## config.mk

```make
export PLATFORM = sky130hd
export DESIGN_NAME = ccps_queue
export DESIGN_NICKNAME = d
export VERILOG_FILES = /design/src/rtl/ccps_pkg.sv /design/src/rtl/ccps_queue.sv
export SDC_FILE = /design/constraint.sdc
export NUM_CORES = 1
export LEC_CHECK = 0
export BUFFER_PORTS_ARGS = -buffer_cell sky130_fd_sc_hd__buf_2
export CORE_ASPECT_RATIO = 0.6
export CORE_MARGIN = 10
export CORE_UTILIZATION = 55
export CTS_BUF_LIST = sky130_fd_sc_hd__clkbuf_16
export DETAILED_ROUTE_END_ITERATION = 12
export GPL_TIMING_DRIVEN = 0
export HOLD_SLACK_MARGIN = 0.12
export PLACE_DENSITY = 0.85
export SKIP_CTS_REPAIR_TIMING = 1
export SLEW_MARGIN = 20
export SYNTH_ARGS = -nofsm -noshare
export SYNTH_HDL_FRONTEND = slang
export SYNTH_SLANG_ARGS = --single-unit
```

## constraint.sdc

```tcl
create_clock -name clk -period 3.14 [get_ports clk]
set_clock_uncertainty 0.05 [all_clocks]
set_input_delay 0.157 -clock clk [delete_from_list [all_inputs] [get_ports clk]]
set_output_delay 0.157 -clock clk [all_outputs]
set_load 0.01 [all_outputs]
```

## src/rtl/ccps_pkg.sv

```systemverilog
// package for the cylinder cutoff pair scan core: widths, codes, shared types
// no dependencies
package ccps_pkg;
  localparam int MaxAtomsDefault  = 1024;
  localparam int CoordBitsDefault = 24;
  localparam int SlotW  = 10;
  localparam int CountW = 11;
  localparam int LimSqW = 50;
  localparam int AxLimW = 24;
  localparam int FoundW = 20;
  localparam int CloseW = 19;
  localparam int CfgIdxW = 3;
  localparam int CfgDataW = 50;

  typedef enum logic [CfgIdxW-1:0] {
    REG_LIST_MODE  = 3'd0,
    REG_FIRST_CNT  = 3'd1,
    REG_SECOND_CNT = 3'd2,
    REG_AXIS       = 3'd3,
    REG_RAD_LIM    = 3'd4,
    REG_AX_LIM     = 3'd5
  } cfg_reg_t;

  typedef enum logic [1:0] {
    MODE_TRI   = 2'd0,
    MODE_CROSS = 2'd1,
    MODE_INDEX = 2'd2
  } list_mode_t;

  typedef enum logic [1:0] {
    AXIS_X = 2'd0,
    AXIS_Y = 2'd1,
    AXIS_Z = 2'd2
  } axis_t;

  typedef enum logic {
    OP_LOAD = 1'b0,
    OP_EVAL = 1'b1
  } op_t;
endpackage

```

## src/rtl/ccps_queue.sv

```systemverilog
// small fifo holding pair jobs between front and back end
// depends on ccps_pkg
module ccps_queue import ccps_pkg::*; #(
  parameter int Width = 8,
  parameter int Depth = 4
) (
  input  logic clk,
  input  logic rst,
  input  logic wr_valid,
  output logic wr_ready,
  input  logic [Width-1:0] wr_data,
  output logic rd_valid,
  input  logic rd_ready,
  output logic [Width-1:0] rd_data
);
  localparam int PW = $clog2(Depth);
  logic [Width-1:0] mem [Depth];
  logic [PW-1:0] wp, rp;
  logic [PW:0] cnt;
  logic wr, rd;

  assign wr_ready = cnt != (PW+1)'(Depth);
  assign rd_valid = cnt != '0;
  assign rd_data = mem[rp];
  assign wr = wr_valid && wr_ready;
  assign rd = rd_valid && rd_ready;

  always_ff @(posedge clk) begin
    if (wr) mem[wp] <= wr_data;
  end

  always_ff @(posedge clk) begin
    if (rst) begin
      wp <= '0;
      rp <= '0;
      cnt <= '0;
    end else begin
      if (wr) wp <= (wp == PW'(Depth-1)) ? '0 : wp + 1'b1;
      if (rd) rp <= (rp == PW'(Depth-1)) ? '0 : rp + 1'b1;
      cnt <= cnt + (PW+1)'(wr) - (PW+1)'(rd);
    end
  end
endmodule

```

* Yosys cells after proc, flatten, opt, wreduce, memory -nomap -nowiden
Memory sizes are Yosys's and may differ from the RTL's. A register that Yosys moved wholly into a read port is not among the register bits.
Index checks and enable logic that the tools add are counted.
** Word-level totals
- Bits of input ports :: 12
- Bits in writable memories :: 32
- Memories :: 1
- Output and inout port bits :: 10
- Bits in registers :: 7
** Memories
- mem :: depth 4, width 8, read ports 1, clocked after Yosys merged registers in 1, wr ports 1, RTL line ccps_queue.sv:17 : logic [Width-1:0] mem [Depth];
** Operators by class
- Multiplexer cells :: 6
- Equal/unequal tests :: 3
- Reductions and logical operators :: 3
- Add/sub/neg operators :: 4
** Operator list (count)
- 2-bit two-way mux :: 4
- 2-bit by 1-bit adder with 2-bit output (second input constant) :: 2
- 2-bit == test (second input constant) :: 2
- 3-bit by 1-bit adder with 3-bit output :: 1
- 3-bit != test (second input constant) :: 1
- 3-bit nonzero test :: 1
- 3-bit by 1-bit subtractor with 3-bit output :: 1
- 1-bit logical AND :: 2
- 1-bit two-way mux :: 2

* Logic depth before layout (Yosys ltp)
- Depth in word-level cells :: 4
- Mapped depth :: 11
- Gate-level depth less buffers :: 10

* Least setup slack after synthesis
No wires, ideal clock.
- Path kind :: flip-flop to flip-flop
- Start point :: register cnt[1]
- End point :: register cnt[2]
- Slack :: 831 ps
- Clock period less this slack :: 2309 ps
- Required time :: 3012 ps
- Data arrival time :: 2181 ps
- Stages on the path, launching flop included :: 12
- Path buffers :: 1
- Cells stage by stage :: dfxtp_1 -> or3b_1 -> buf_6 -> nand2_1 -> ha_1 -> inv_1 -> ha_1 -> inv_1 -> fa_1 -> xor2_1 -> and2_2 -> nor3_1
** Between the ends
- Word-level cells in the longest chain between the ends :: 4
** Ends and longest elaborated chain
- from (decl) :: RTL line ccps_queue.sv:19 : logic [PW:0] cnt;
- from (signal assigned) :: RTL line ccps_queue.sv:40 : cnt <= cnt + (PW+1)'(wr) - (PW+1)'(rd);
- 3-bit != test :: RTL line ccps_queue.sv:22 : assign wr_ready = cnt != (PW+1)'(Depth);
- net wr_ready :: RTL line ccps_queue.sv:10 : output logic wr_ready,
- 1-bit logical AND :: RTL line ccps_queue.sv:25 : assign wr = wr_valid && wr_ready;
- 3-bit by 1-bit adder with 3-bit output :: RTL line ccps_queue.sv:40
- 3-bit by 1-bit subtractor with 3-bit output :: RTL line ccps_queue.sv:40
The timed path passes the listed nets, and every way through them passes these cells.
A chain may end at the register's enable or synchronous reset.

* Worst setup path in the final report
- Start point :: register cnt[1]
- End point :: register cnt[2]
** Between the ends
- Word-level cells in the longest chain between the ends :: 4
** Ends and longest elaborated chain (RTL line)
- 3-bit != test :: ccps_queue.sv:22
- 1-bit logical AND :: ccps_queue.sv:25
- 3-bit by 1-bit adder with 3-bit output :: ccps_queue.sv:40
- 3-bit by 1-bit subtractor with 3-bit output (*) :: ccps_queue.sv:40
Every way passes the cells marked *; elsewhere a longest branch is shown, timed or not.

==> flow_summary.ini <==
[placement]
place_ws_ns = 0.557
io_buffers = 20
gp_congestion = 0.687
post-dp-hpwl_mm = 2.21
postPlaceCellArea_um2 = 1790

[flow_run]
cap_violations = 0

[pwr]
ir_drop_v = 0.000440
p_per_area_nw_per_um2 = 793
leakagePower_nw = 0.763

[worst_setup_path]
worstPathRequired_ns = 3.29
path_common_cell = inv_1
crit_chain = o31ai_1, inv_1, ha_1, inv_1, ha_1, inv_1, fa_1, xor2_1, and2_2, nor3_1
crit_buf_inv = 3
crit_slowest_cell = o31ai_1
start_kind = flip-flop
cp_top_family = adder cells
critPathArrivalTime_ns = 2.74
crit_type = flip-flop to flip-flop
cpPeakStageDelay_ns = 0.57
critical_path.endpoint_type = flip-flop
critPathMaxFanout = 5

[detailed_routing]
drtPass1Iterations = 4
via_per_inst = 5.28
ant_nets = 0
post_drt_wl_per_cell_um = 18.4
wirelength_mm = 3.11
drt_iter0_drc = 22
route.vias.total = 892
drc = 0

[sta]
min_period_over_period_pct = 82.4
finalSetupViolations = 0
slew_headroom_pct = 58.6
period_minus_slack_ns = 2.59
whs_ns = 0.203
fmax_mhz = 387
tightest_slew_ns = 0.616
grt_setup_unrepaired = no
finalSetupTns_ns = 0
layout_setup_ws_ns = 0.554
hold_viol_final = 0
maxSlewViolCount = 0

[synthesis]
ys_types = 26
yosysTopAreaCellShare_pct = 58.9
ys_seq_area_share_pct = 69.9
synth.avg_cell_area_um2 = 17.9
synth-async-reset-ratio_pct = 0
synth_top_cell_by_area = edfxtp_1
yosysWarnings = 0
netlist_area_um2 = 1630
synth_area_leaders = edfxtp_1, dfxtp_1, mux4_2, ha_1, and3_2
synth.ff_latch_count = 41
synth_edf_count = 32
synth-main-ff-cell = edfxtp_1
syn_nets = 111
synthCells = 91

[floorplanning]
core_um2 = 2850
ios = 22
die_area_um2 = 5620
start_util_pct = 57.2
fp.dieW_um = 90.3
fp.dieH_um = 62.2
rows = 15

[global_route]
grt_max_degree = 13
first_global_vias = 941
antenna_found_initial = 0
grt_remaining_overflow = 0
grtUsageTotal_pct = 11.0
grt_pass1_wl_mm = 4.82

[cts]
cts.clk_slew.worst_paths_ns = 0.05
cts_root_buf = clkbuf_16
clk_latency_ns = 0.27
cts.path.max_buffers = 2
cts_tree = done
cts-buffers-inserted = 5
h-tree-depth = 2
cts.sinks = 41

[run_status]
outcome = completed

[worst_hold_path]
hold_class = primary input to flip-flop

[final_layout]
final_cell_mix = edfxtp_1, buf_2, dfxtp_1
fillers = 200
drive_above_1_share_pct = 33.1
design_area_um2 = 2000
area_growth_pct = 22.7
final_nets = 146
num_antenna_cells = 0
layout_commonest_cell = edfxtp_1
==> stage by stage <==
step / power, mW / instances / util (%)
finish: 1.59 / 169 / 70.2
global route: 1.66 / 169 / 70.2
CTS: 1.59 / 161 / 67.4
detailed placement: 1.12 / 153 / 62.6
global placement: 1.09 / 153 / 62.6
floorplan: 0.979 / 91 / -
==> cell families after synthesis <==
kind of cell / Yosys count / synth area share (%)
buffers and inverters: 9 / 2.60
adders and majority gates: 8 / 6.59
muxes: 9 / 11.6
and+or+nand+nor: 17 / 6.28
xor gates and xnor gates: 1 / 0.536
DFF: 41 / 69.9
AOI/OAI and AO/OA: 6 / 2.45
==> final timing paths <==
check / start / to / slack [ns] / cells past startpoint
worst min register to register: rp[0] / rp[0] / 0.48 / 2
worst min-delay path: rst / cnt[0] / 0.20 / 2
worst max-delay path: cnt[1] / cnt[2] / 0.55 / 10
worst max register to register: cnt[1] / cnt[2] / 0.55 / 10
==> cell usage after synthesis, drive strengths merged (2+ instances only) <==
library cell / count
a211o: 2
and3: 4
buf: 3
dfxtp: 9
edfxtp: 32
ha: 7
inv: 5
mux4: 8
nand2: 2
nor2: 3
o21ai: 2
or3: 3
==> final cells by class <==
type	count	area, um^2	share of cell area (%)
plain buffers	4	23.8	1.19
clock buffers	5	125	6.25
clock inverters	3	12.5	0.625
inverters	5	18.8	0.937
multi-input cells	41	449	22.4
flip-flops and latches	41	1140	57.0
well taps	42	52.6	2.62
repair buffers	28	180	8.99
==> metal layers <==
metal  share of wire, %  GRT usage [%]
met5                  0              0
met4                1.6           3.75
met3                6.0           4.08
met2                 52           19.7
met1                 40           11.8
==> state kept, by name, indices dropped and copies added (netlist names), named ones only <==
name,count
rp,2
wp,2
mem,32
cnt,3
==> power by group <==
part | leakage (nW) | switching [mW] | internal [mW]
clock network | 0.0687 | 0.184 | 0.287
logic | 0.327 | 0.209 | 0.195
registers | 0.367 | 0.0414 | 0.671
Note: power is estimated with default switching activity, not from simulation.
