`config.mk`:
```
export PLATFORM = sky130hd
export DESIGN_NAME = ccps_front
export DESIGN_NICKNAME = d
export VERILOG_FILES = /design/src/rtl/ccps_pkg.sv /design/src/rtl/ccps_front.sv
export SDC_FILE = /design/constraint.sdc
export NUM_CORES = 1
export LEC_CHECK = 0
export BUFFER_PORTS_ARGS = -buffer_cell sky130_fd_sc_hd__buf_2
export CAP_MARGIN = 5
export CORE_AREA = 5 5 115 171
export CTS_BUF_LIST = sky130_fd_sc_hd__clkbuf_8
export CTS_CLUSTER_DIAMETER = 200
export DETAILED_ROUTE_END_ITERATION = 10
export DIE_AREA = 0 0 120 176
export REMOVE_ABC_BUFFERS = 1
export SLEW_MARGIN = 20
export SYNTH_ARGS = -nofsm -noshare
export SYNTH_HDL_FRONTEND = slang
export SYNTH_SLANG_ARGS = --single-unit
```
`constraint.sdc`:
```
create_clock -name clk -period 10.85 [get_ports clk]
set_input_delay 0.5425 -clock clk [delete_from_list [all_inputs] [get_ports clk]]
set_output_delay 0.5425 -clock clk [all_outputs]
set_load 0.005 [all_outputs]
```
`src/rtl/ccps_pkg.sv`:
```
// package for the cylinder cutoff pair scan core: widths, codes, shared types
// no dependencies
package ccps_pkg;
  localparam int MaxAtomsDefault  = 1024;
  localparam int CoordBitsDefault = 24;
  localparam int SlotW  = 10;
  localparam int CountW = 11;
  localparam int LimSqW = 50;
  localparam int AxLimW = 24;
  localparam int FoundW = 20;
  localparam int CloseW = 19;
  localparam int CfgIdxW = 3;
  localparam int CfgDataW = 50;

  typedef enum logic [CfgIdxW-1:0] {
    REG_LIST_MODE  = 3'd0,
    REG_FIRST_CNT  = 3'd1,
    REG_SECOND_CNT = 3'd2,
    REG_AXIS       = 3'd3,
    REG_RAD_LIM    = 3'd4,
    REG_AX_LIM     = 3'd5
  } cfg_reg_t;

  typedef enum logic [1:0] {
    MODE_TRI   = 2'd0,
    MODE_CROSS = 2'd1,
    MODE_INDEX = 2'd2
  } list_mode_t;

  typedef enum logic [1:0] {
    AXIS_X = 2'd0,
    AXIS_Y = 2'd1,
    AXIS_Z = 2'd2
  } axis_t;

  typedef enum logic {
    OP_LOAD = 1'b0,
    OP_EVAL = 1'b1
  } op_t;
endpackage

```
`src/rtl/ccps_front.sv`:
```
// front end: accepts requests, writes loads into the position store,
// walks the pair scan and queues pair jobs; depends on ccps_pkg
module ccps_front import ccps_pkg::*; #(
  parameter int MaxAtoms = MaxAtomsDefault,
  parameter int AddrW = $clog2(MaxAtoms)
) (
  input  logic clk,
  input  logic rst,
  input  logic in_valid,
  output logic in_ready,
  input  logic in_op,
  input  logic [SlotW-1:0] in_slot,
  input  logic [1:0] list_mode,
  input  logic [CountW-1:0] first_count,
  input  logic [CountW-1:0] second_count,
  input  logic restart,
  input  logic restart_tri,
  input  logic queue_empty,
  output logic load_en,
  output logic [AddrW-1:0] load_addr,
  output logic job_valid,
  input  logic job_ready,
  output logic [AddrW-1:0] job_a,
  output logic [AddrW-1:0] job_b,
  output logic job_last
);
  localparam int CW = AddrW + 1;
  localparam logic [CW-1:0] MaxC = CW'(MaxAtoms);

  logic [CW-1:0] outer_counter, inner_counter;
  logic [CW-1:0] outer_next, inner_next;
  logic [CW-1:0] n0, n1, room, pcnt, b_full;
  logic [CountW:0] fc_w, sc_w;
  logic [1:0] mode;
  logic empty, last, eval_req, load_fits;

  always_comb begin
    mode = (list_mode == 2'd3) ? MODE_TRI : list_mode;
    fc_w = {1'b0, first_count};
    sc_w = {1'b0, second_count};
    n0 = (fc_w > (CountW+1)'(MaxAtoms)) ? MaxC : CW'(first_count);
    room = MaxC - n0;
    n1 = ((CountW+1)'(second_count) > (CountW+1)'(room)) ? room : CW'(sc_w);
    pcnt = (n0 < n1) ? n0 : n1;
    empty = 1'b0;
    last = 1'b0;
    b_full = inner_counter;
    case (mode)
      MODE_CROSS: begin
        empty = (n0 == '0) || (n1 == '0);
        b_full = n0 + inner_counter;
        last = (outer_counter == n0 - 1'b1) && (inner_counter == n1 - 1'b1);
      end
      MODE_INDEX: begin
        empty = (pcnt == '0);
        b_full = n0 + outer_counter;
        last = (outer_counter == pcnt - 1'b1);
      end
      default: begin
        empty = (n0 < CW'(2));
        last = (outer_counter == n0 - CW'(2)) && (inner_counter == n0 - 1'b1);
      end
    endcase
  end

  // a load waits until every queued pair has read the store
  assign in_ready = (in_op == OP_EVAL) ? job_ready : queue_empty;
  assign eval_req = in_valid && in_ready && (in_op == OP_EVAL);
  assign load_fits = (CountW+1)'(in_slot) < (CountW+1)'(MaxAtoms);
  assign load_en = in_valid && in_ready && (in_op == OP_LOAD) && load_fits;
  assign load_addr = AddrW'(in_slot);

  assign job_valid = eval_req && !empty;
  assign job_a = outer_counter[AddrW-1:0];
  assign job_b = b_full[AddrW-1:0];
  assign job_last = last;

  always_comb begin
    outer_next = outer_counter;
    inner_next = inner_counter;
    if (last) begin
      outer_next = '0;
      inner_next = (mode == MODE_TRI) ? CW'(1) : '0;
    end else begin
      case (mode)
        MODE_CROSS: begin
          if (inner_counter + 1'b1 >= n1) begin
            inner_next = '0;
            outer_next = outer_counter + 1'b1;
          end else begin
            inner_next = inner_counter + 1'b1;
          end
        end
        MODE_INDEX: outer_next = outer_counter + 1'b1;
        default: begin
          if (inner_counter + 1'b1 >= n0) begin
            outer_next = outer_counter + 1'b1;
            inner_next = outer_counter + CW'(2);
          end else begin
            inner_next = inner_counter + 1'b1;
          end
        end
      endcase
    end
  end

  always_ff @(posedge clk) begin
    if (rst || restart) begin
      outer_counter <= '0;
      inner_counter <= restart_tri ? CW'(1) : '0;
    end else if (job_valid) begin
      outer_counter <= outer_next;
      inner_counter <= inner_next;
    end
  end
endmodule

```
Yosys cells after proc, flatten, opt, wreduce, memory -nomap -nowiden
Cells that the tools add are included.
{"block": "totals", "inputBits": 42, "output_inout_bits": 34, "ff_bits": 22, "word_cells": 66}
{"block": "op_classes", "bitwise_logic": 1, "order_cmp": 6, "n_eq_ne": 10, "add_sub_neg": 10, "muxes": 20, "reduce_logical": 17}
{"cell": "$mux 11", "count": 11}
{"cell": "$eq 11x11->1", "count": 5}
{"cell": "$pmux 11 s2", "count": 2}
{"cell": "$logic_not 11->1", "count": 3}
{"cell": "$sub 11x1->11 const B", "count": 3}
{"cell": "$add 11x1->11 const B", "count": 2}
{"cell": "$ge 11x11->1", "count": 2}
{"cell": "$add 10x10->10", "count": 2}
{"cell": "$pmux 10 s2", "count": 1}
{"cell": "$add 11x2->11 const B", "count": 1}
{"cell": "$gt 11x11->1", "count": 1}
{"cell": "$gt 11x11->1 const B", "count": 1}
{"cell": "$lt 11x11->1", "count": 1}
{"cell": "$lt 11x2->1 const B", "count": 1}
{"cell": "$sub 11x11->11 const A", "count": 1}
{"cell": "$sub 11x2->11 const B", "count": 1}
{"cell": "$logic_and 1x1->1", "count": 6}
{"cell": "$ne 3x3->1 const B", "count": 2}
{"cell": "$eq 2x2->1 const B", "count": 2}
{"cell": "$pmux 1 s2", "count": 2}
{"cell": "$reduce_bool 4->1", "count": 1}
{"cell": "$mux 1", "count": 3}
{"cell": "$reduce_and 3->1", "count": 1}
{"cell": "$eq 2x1->1 const B", "count": 1}
{"cell": "7 further kinds", "count": 8}

Longest topological paths before layout
{"block": "logic_depth", "depth_word": 13, "mapped_depth": 40, "depth_no_buf": 31}

Worst setup path after synthesis
Ideal clock, no wire load.
{"block": "synth_timing", "path_kind": "input-to-reg", "start": "input first_count[10]", "end": "register inner_counter[0], enable pin", "stages": 35, "t_arrival_ns": 7.965, "setup_time_ns": 0.348, "setup_slack_ns": 2.536, "n_path_buf": 6, "required_time_ns": 10.502, "cell_sequence": "buf_2 clkinv_1 clkbuf_1 nand2_1 ha_1 clkbuf_1 nand2b_1 nand2_1 o21ai_1 ha_1 or4bb_1 a21oi_1 nor4_2 or2_0 buf_2 clkbuf_1 a21oi_1 or2_2 ha_1 nand2_1 a2111oi_0 o41ai_1 and2_1 clkbuf_1 a21oi_1 mux2i_1 ha_1 inv_1 a31oi_1 o211ai_1 mux2_2 mux2i_1 a41o_1 nand2b_4 a22o_1"}
{"block": "synth_between", "elab_cells_between_ends": 30, "classes_between": "5 x add/sub; 4 x order compare; 6 x eq/ne; 5 x mux; 10 x reduce/logical"}
{"item": "from (decl)", "line_no": "ccps_front.sv:14", "text": "input logic [CountW-1:0] first_count,"}
{"item": "$gt 11x11->1", "line_no": "ccps_front.sv:41", "text": "n0 = (fc_w > (CountW+1)'(MaxAtoms)) ? MaxC : CW'(first_count);"}
{"item": "$mux 11 (*)", "line_no": "ccps_front.sv:41"}
{"item": "$sub 11x11->11", "line_no": "ccps_front.sv:42", "text": "room = MaxC - n0;"}
{"item": "$gt 11x11->1", "line_no": "ccps_front.sv:43", "text": "n1 = ((CountW+1)'(second_count) > (CountW+1)'(room)) ? room : CW'(sc_w);"}
{"item": "$mux 11", "line_no": "ccps_front.sv:43"}
{"item": "$lt 11x11->1", "line_no": "ccps_front.sv:44", "text": "pcnt = (n0 < n1) ? n0 : n1;"}
{"item": "$mux 11", "line_no": "ccps_front.sv:44"}
{"item": "$sub 11x1->11", "line_no": "ccps_front.sv:57", "text": "last = (outer_counter == pcnt - 1'b1);"}
{"item": "$eq 11x11->1", "line_no": "ccps_front.sv:57"}
{"item": "$pmux 1 s2 (*)", "line_no": "ccps_front.sv:48", "text": "case (mode)"}
{"item": "named net job_last", "line_no": "ccps_front.sv:25", "text": "output logic job_last"}
{"item": "$ne 3x3->1 (no source line) (*)"}
{"item": "$reduce_and 2->1 (no source line) (*)"}
{"item": "to (signal assigned)", "line_no": "ccps_front.sv:110", "text": "inner_counter <= restart_tri ? CW'(1) : '0;"}
{"item": "to (signal assigned)", "line_no": "ccps_front.sv:113", "text": "inner_counter <= inner_next;"}
{"item": "to (decl)", "line_no": "ccps_front.sv:30", "text": "logic [CW-1:0] outer_counter, inner_counter;"}
Mark *: on every way through the listed nets, which the timed path passes. The rest lies on a longest branch.
A chain may end at the register's enable or synchronous reset.

Worst setup path after layout
{"block": "layout_timing", "start": "input first_count[10]", "end": "register inner_counter[7], enable pin"}
{"block": "layout_between", "elab_chain_cells": 13, "elab_cells_between_ends": 30, "classes_between": "5 x add/sub; 4 x order compare; 6 x eq/ne; 5 x mux; 10 x reduce/logical"}
{"item": "$gt 11x11->1", "line_no": "ccps_front.sv:41"}
{"item": "$mux 11 (*)", "line_no": "ccps_front.sv:41"}
{"item": "branches (longest 10 deep; another with $sub 11x11->11)"}
{"item": "$reduce_and 2->1 (no source line) (*)"}
Every way passes the cells marked *.

==> impl_metrics.py <==
metrics = {
    "outcome": {
        "status": "completed",
    },
    "global_route": {
        "grt_pass1_vias": 6553,
        "grt_max_degree": 36,
        "antenna_found_initial": 0,
        "grt_usage": 0.219,
        "overflow": 0,
        "grt_pass1_wl_mm": 36.8,
    },
    "timing": {
        "finalSetupViolations": 0,
        "max_freq_ghz": 0.110,
        "finClkSkew_ps": 2.59,
        "rsz0062_at_grt": "no",
        "period_share": 0.839,
        "tightest_slew_ps": 951,
        "setup_tns_ps": 0,
        "relSlewSlack": 0.360,
        "finalCriticalPeriod_ps": 9100,
        "slew_violations": 0,
        "hold_viol": 0,
    },
    "placed_design": {
        "dp_hpwl_mm": 19.4,
        "io_buffers": 55,
        "placed_cells": 1069,
        "place_congestion": 0.968,
    },
    "clocking": {
        "cts_tree": "yes",
        "cts_buffer_depth": 2,
        "clk_pin_slew_ps": 80,
        "numCtsBuffers": 3,
        "htree_levels": 1,
        "ctsResizeCount": 0,
        "postCtsSetupRepairBufs": 0,
        "clock-sinks": 22,
        "ctsHoldBuffers": 0,
        "root_buffer": "clkbuf_8",
        "clk_latency_ps": 260,
    },
    "die": {
        "core_area_mm2": 0.0179,
        "fp.dieArea_mm2": 0.0211,
        "pin_count": 76,
        "start_util": 0.345,
        "die_h_um": 176,
        "fp-row-count": 60,
        "fp.dieW_um": 120,
    },
    "detailed_routing": {
        "avgViaCountPerCell": 6.30,
        "drc": 0,
        "wl_per_cell_um": 22.4,
        "ant_nets": 0,
        "drtIter0Drc": 519,
        "via_count": 6758,
        "first_pass_iters": 6,
        "wl_mm": 24.1,
    },
    "power_and_ir_drop": {
        "peakVddDrop_mv": 0.0668,
        "leakage_nw": 2.67,
        "power.density_mw_per_mm2": 82.9,
    },
    "worst_setup_path": {
        "end_kind": "flop",
        "critical_path.most_common_cell": "ha_1",
        "critPathMaxFanout": 22,
        "cp_top_family": "compound AO/OA/AOI/OAI gates",
        "cpMaxStageDelayCell": "nor4_2",
        "critPathKind": "input pin to flop",
        "cp.required_ps": 10760,
        "cp.buffers_inverters": 6,
        "critPathArrivalTime_ps": 9010,
        "critPathMaxStageDelay_ps": 610,
        "cp-start-kind": "input pin",
    },
    "final_layout": {
        "regArea_um2": 551,
        "area_delta_synth_final_pct": 5.42,
        "final_nets": 962,
        "fillers": 1937,
        "multi_input_area_mm2": 0.00507,
        "drive_above_1_share": 0.127,
        "n_antenna_cell": 0,
        "finalNonFillerCells": 1073,
    },
    "synthesis": {
        "postSynthAreaPerCell_um2": 7.21,
        "synth_area_leaders": "ha_1 (13%), xnor2_1 (8.1%), edfxtp_1 (5.3%)",
        "yosys_warnings": 0,
        "synth_top_area_frac": 0.125,
        "async_flop_share": 0,
        "synth_top_area_cell": "ha_1",
        "ys_ff_latch": 22,
        "synth_cell_types": 82,
        "ys.flop_type": "edfxtp_1",
        "syn_area_mm2": 0.00619,
        "synth-edff-count": 11,
        "yosysSeqAreaShare": 0.0890,
        "synthCells": 858,
    },
    "job": {
        "max_cap_viol_count": 0,
    },
    "worst_hold_path": {
        "hp-class": "input pin to flop",
    },
}
==> cells in the final DEF (no fill, tap or decap), types with 5 or more instances in the layout <==
cell and count:
nand2_1 63, ha_1 62, nor2_1 61, xnor2_1 57, buf_2 55, a21oi_1 52, o21ai_0 47, inv_1 42
xor2_1 30, nand3_1 26, nor3_1 23, nand4_1 20, buf_4 19, nor4_1 15, mux2_2 14, a21o_1 14
mux2i_1 13, a31oi_1 12, a22oi_1 12, nand2b_1 11, nor2b_1 11, edfxtp_1 11, dfxtp_1 11, or3_1 10
and3_1 10, o21a_1 10, a211oi_1 9, o211ai_1 8, o22ai_1 7, nand3b_1 6, and2_1 6, nor4b_1 5
o31ai_1 5, nand4b_1 5, a221oi_1 5, or4_1 5, a22o_1 5
==> layer usage <==
| layer | global-route usage | part of all wire | vias up |
|---|---|---|---|
| li1 | - | - | 3161 |
| met5 | 0 | 0 | - |
| met2 | 0.392 | 0.50 | 341 |
| met3 | 0.0131 | 0.053 | 91 |
| met1 | 0.246 | 0.37 | 3165 |
| met4 | 0.153 | 0.081 | 0 |
==> final timing paths <==
path	from	endpoint	slack, ps	cells after the start
max	first_count[10]	inner_counter[7]$_SDFFCE_PP0P_	1750	32
min	rst	outer_counter[2]$_SDFFE_PP0P_	620	3
max reg2reg	inner_counter[4]$_SDFFCE_PP0P_	inner_counter[7]$_SDFFCE_PP0P_	6030	12
min reg2reg	outer_counter[10]$_SDFFE_PP0P_	outer_counter[10]$_SDFFE_PP0P_	690	2
==> final cells by class <==
class,instances,share of cell area
Sequential cell,22,0.0844
Tap cell,217,0.0416
Multi-Input combinational cell,712,0.778
Clock buffer,3,0.00633
Inverter,44,0.0253
Timing Repair Buffer,74,0.0641
Clock inverter,1,0.000575
==> flip-flops by register name, summed over array words and instances, names as in the netlist <==
| name | cells |
|---|---|
| inner_counter | 11 |
| outer_counter | 11 |
==> cell families after synthesis <==
group / share of synthesized area
AO/OA/AOI/OAI: 0.257
XOR/XNOR: 0.126
AND/OR/NAND/NOR: 0.254
multiplexers: 0.0538
adder cells (fa/ha/maj): 0.129
buffers and inverters: 0.0912
flip-flops: 0.0890
==> where the power goes <==
group	switching [mW]	leakage, nW	internal [mW]
clock network	0.0256	0.0269	0.0252
registers	0.0134	0.205	0.0925
logic	0.234	2.44	0.150
==> synthesized netlist by cell type, drive strengths merged, types with 17 or more instances <==
cell type and number:
a21oi 52, buf 39, clkbuf 41, ha 62
inv 41, nand2 64, nand3 26, nand4 20
nor2 61, nor3 23, nor4 17, o21ai 50
xnor2 57, xor2 31
==> worst reg2reg max path, delay by kind of cell (launching register included) <==
kind | cells | cell delay, ps
AND/OR/NAND/NOR | 5 | 2040
flip-flops | 1 | 680
AO/OA/AOI/OAI | 7 | 1740
==> through the flow <==
| stage | total power [mW] | instance area, um2 | setup WS [ps] | utilization | hold WS, ps |
|---|---|---|---|---|---|
| 6_report | 0.541 | 6520 | 1750 | 0.364 | 624 |
| 5_1_grt | 0.579 | 6520 | 1070 | 0.364 | 642 |
| 4_1_cts | 0.535 | 6520 | 1850 | 0.364 | 626 |
| 3_5_place_dp | 0.484 | 6480 | 1590 | 0.361 | 687 |
| 3_3_place_gp | 0.483 | 6480 | 1940 | 0.361 | 675 |
| 2_1_floorplan | 0.359 | 5790 | 2460 | - | 563 |
Power figures use the tool's default switching activity.
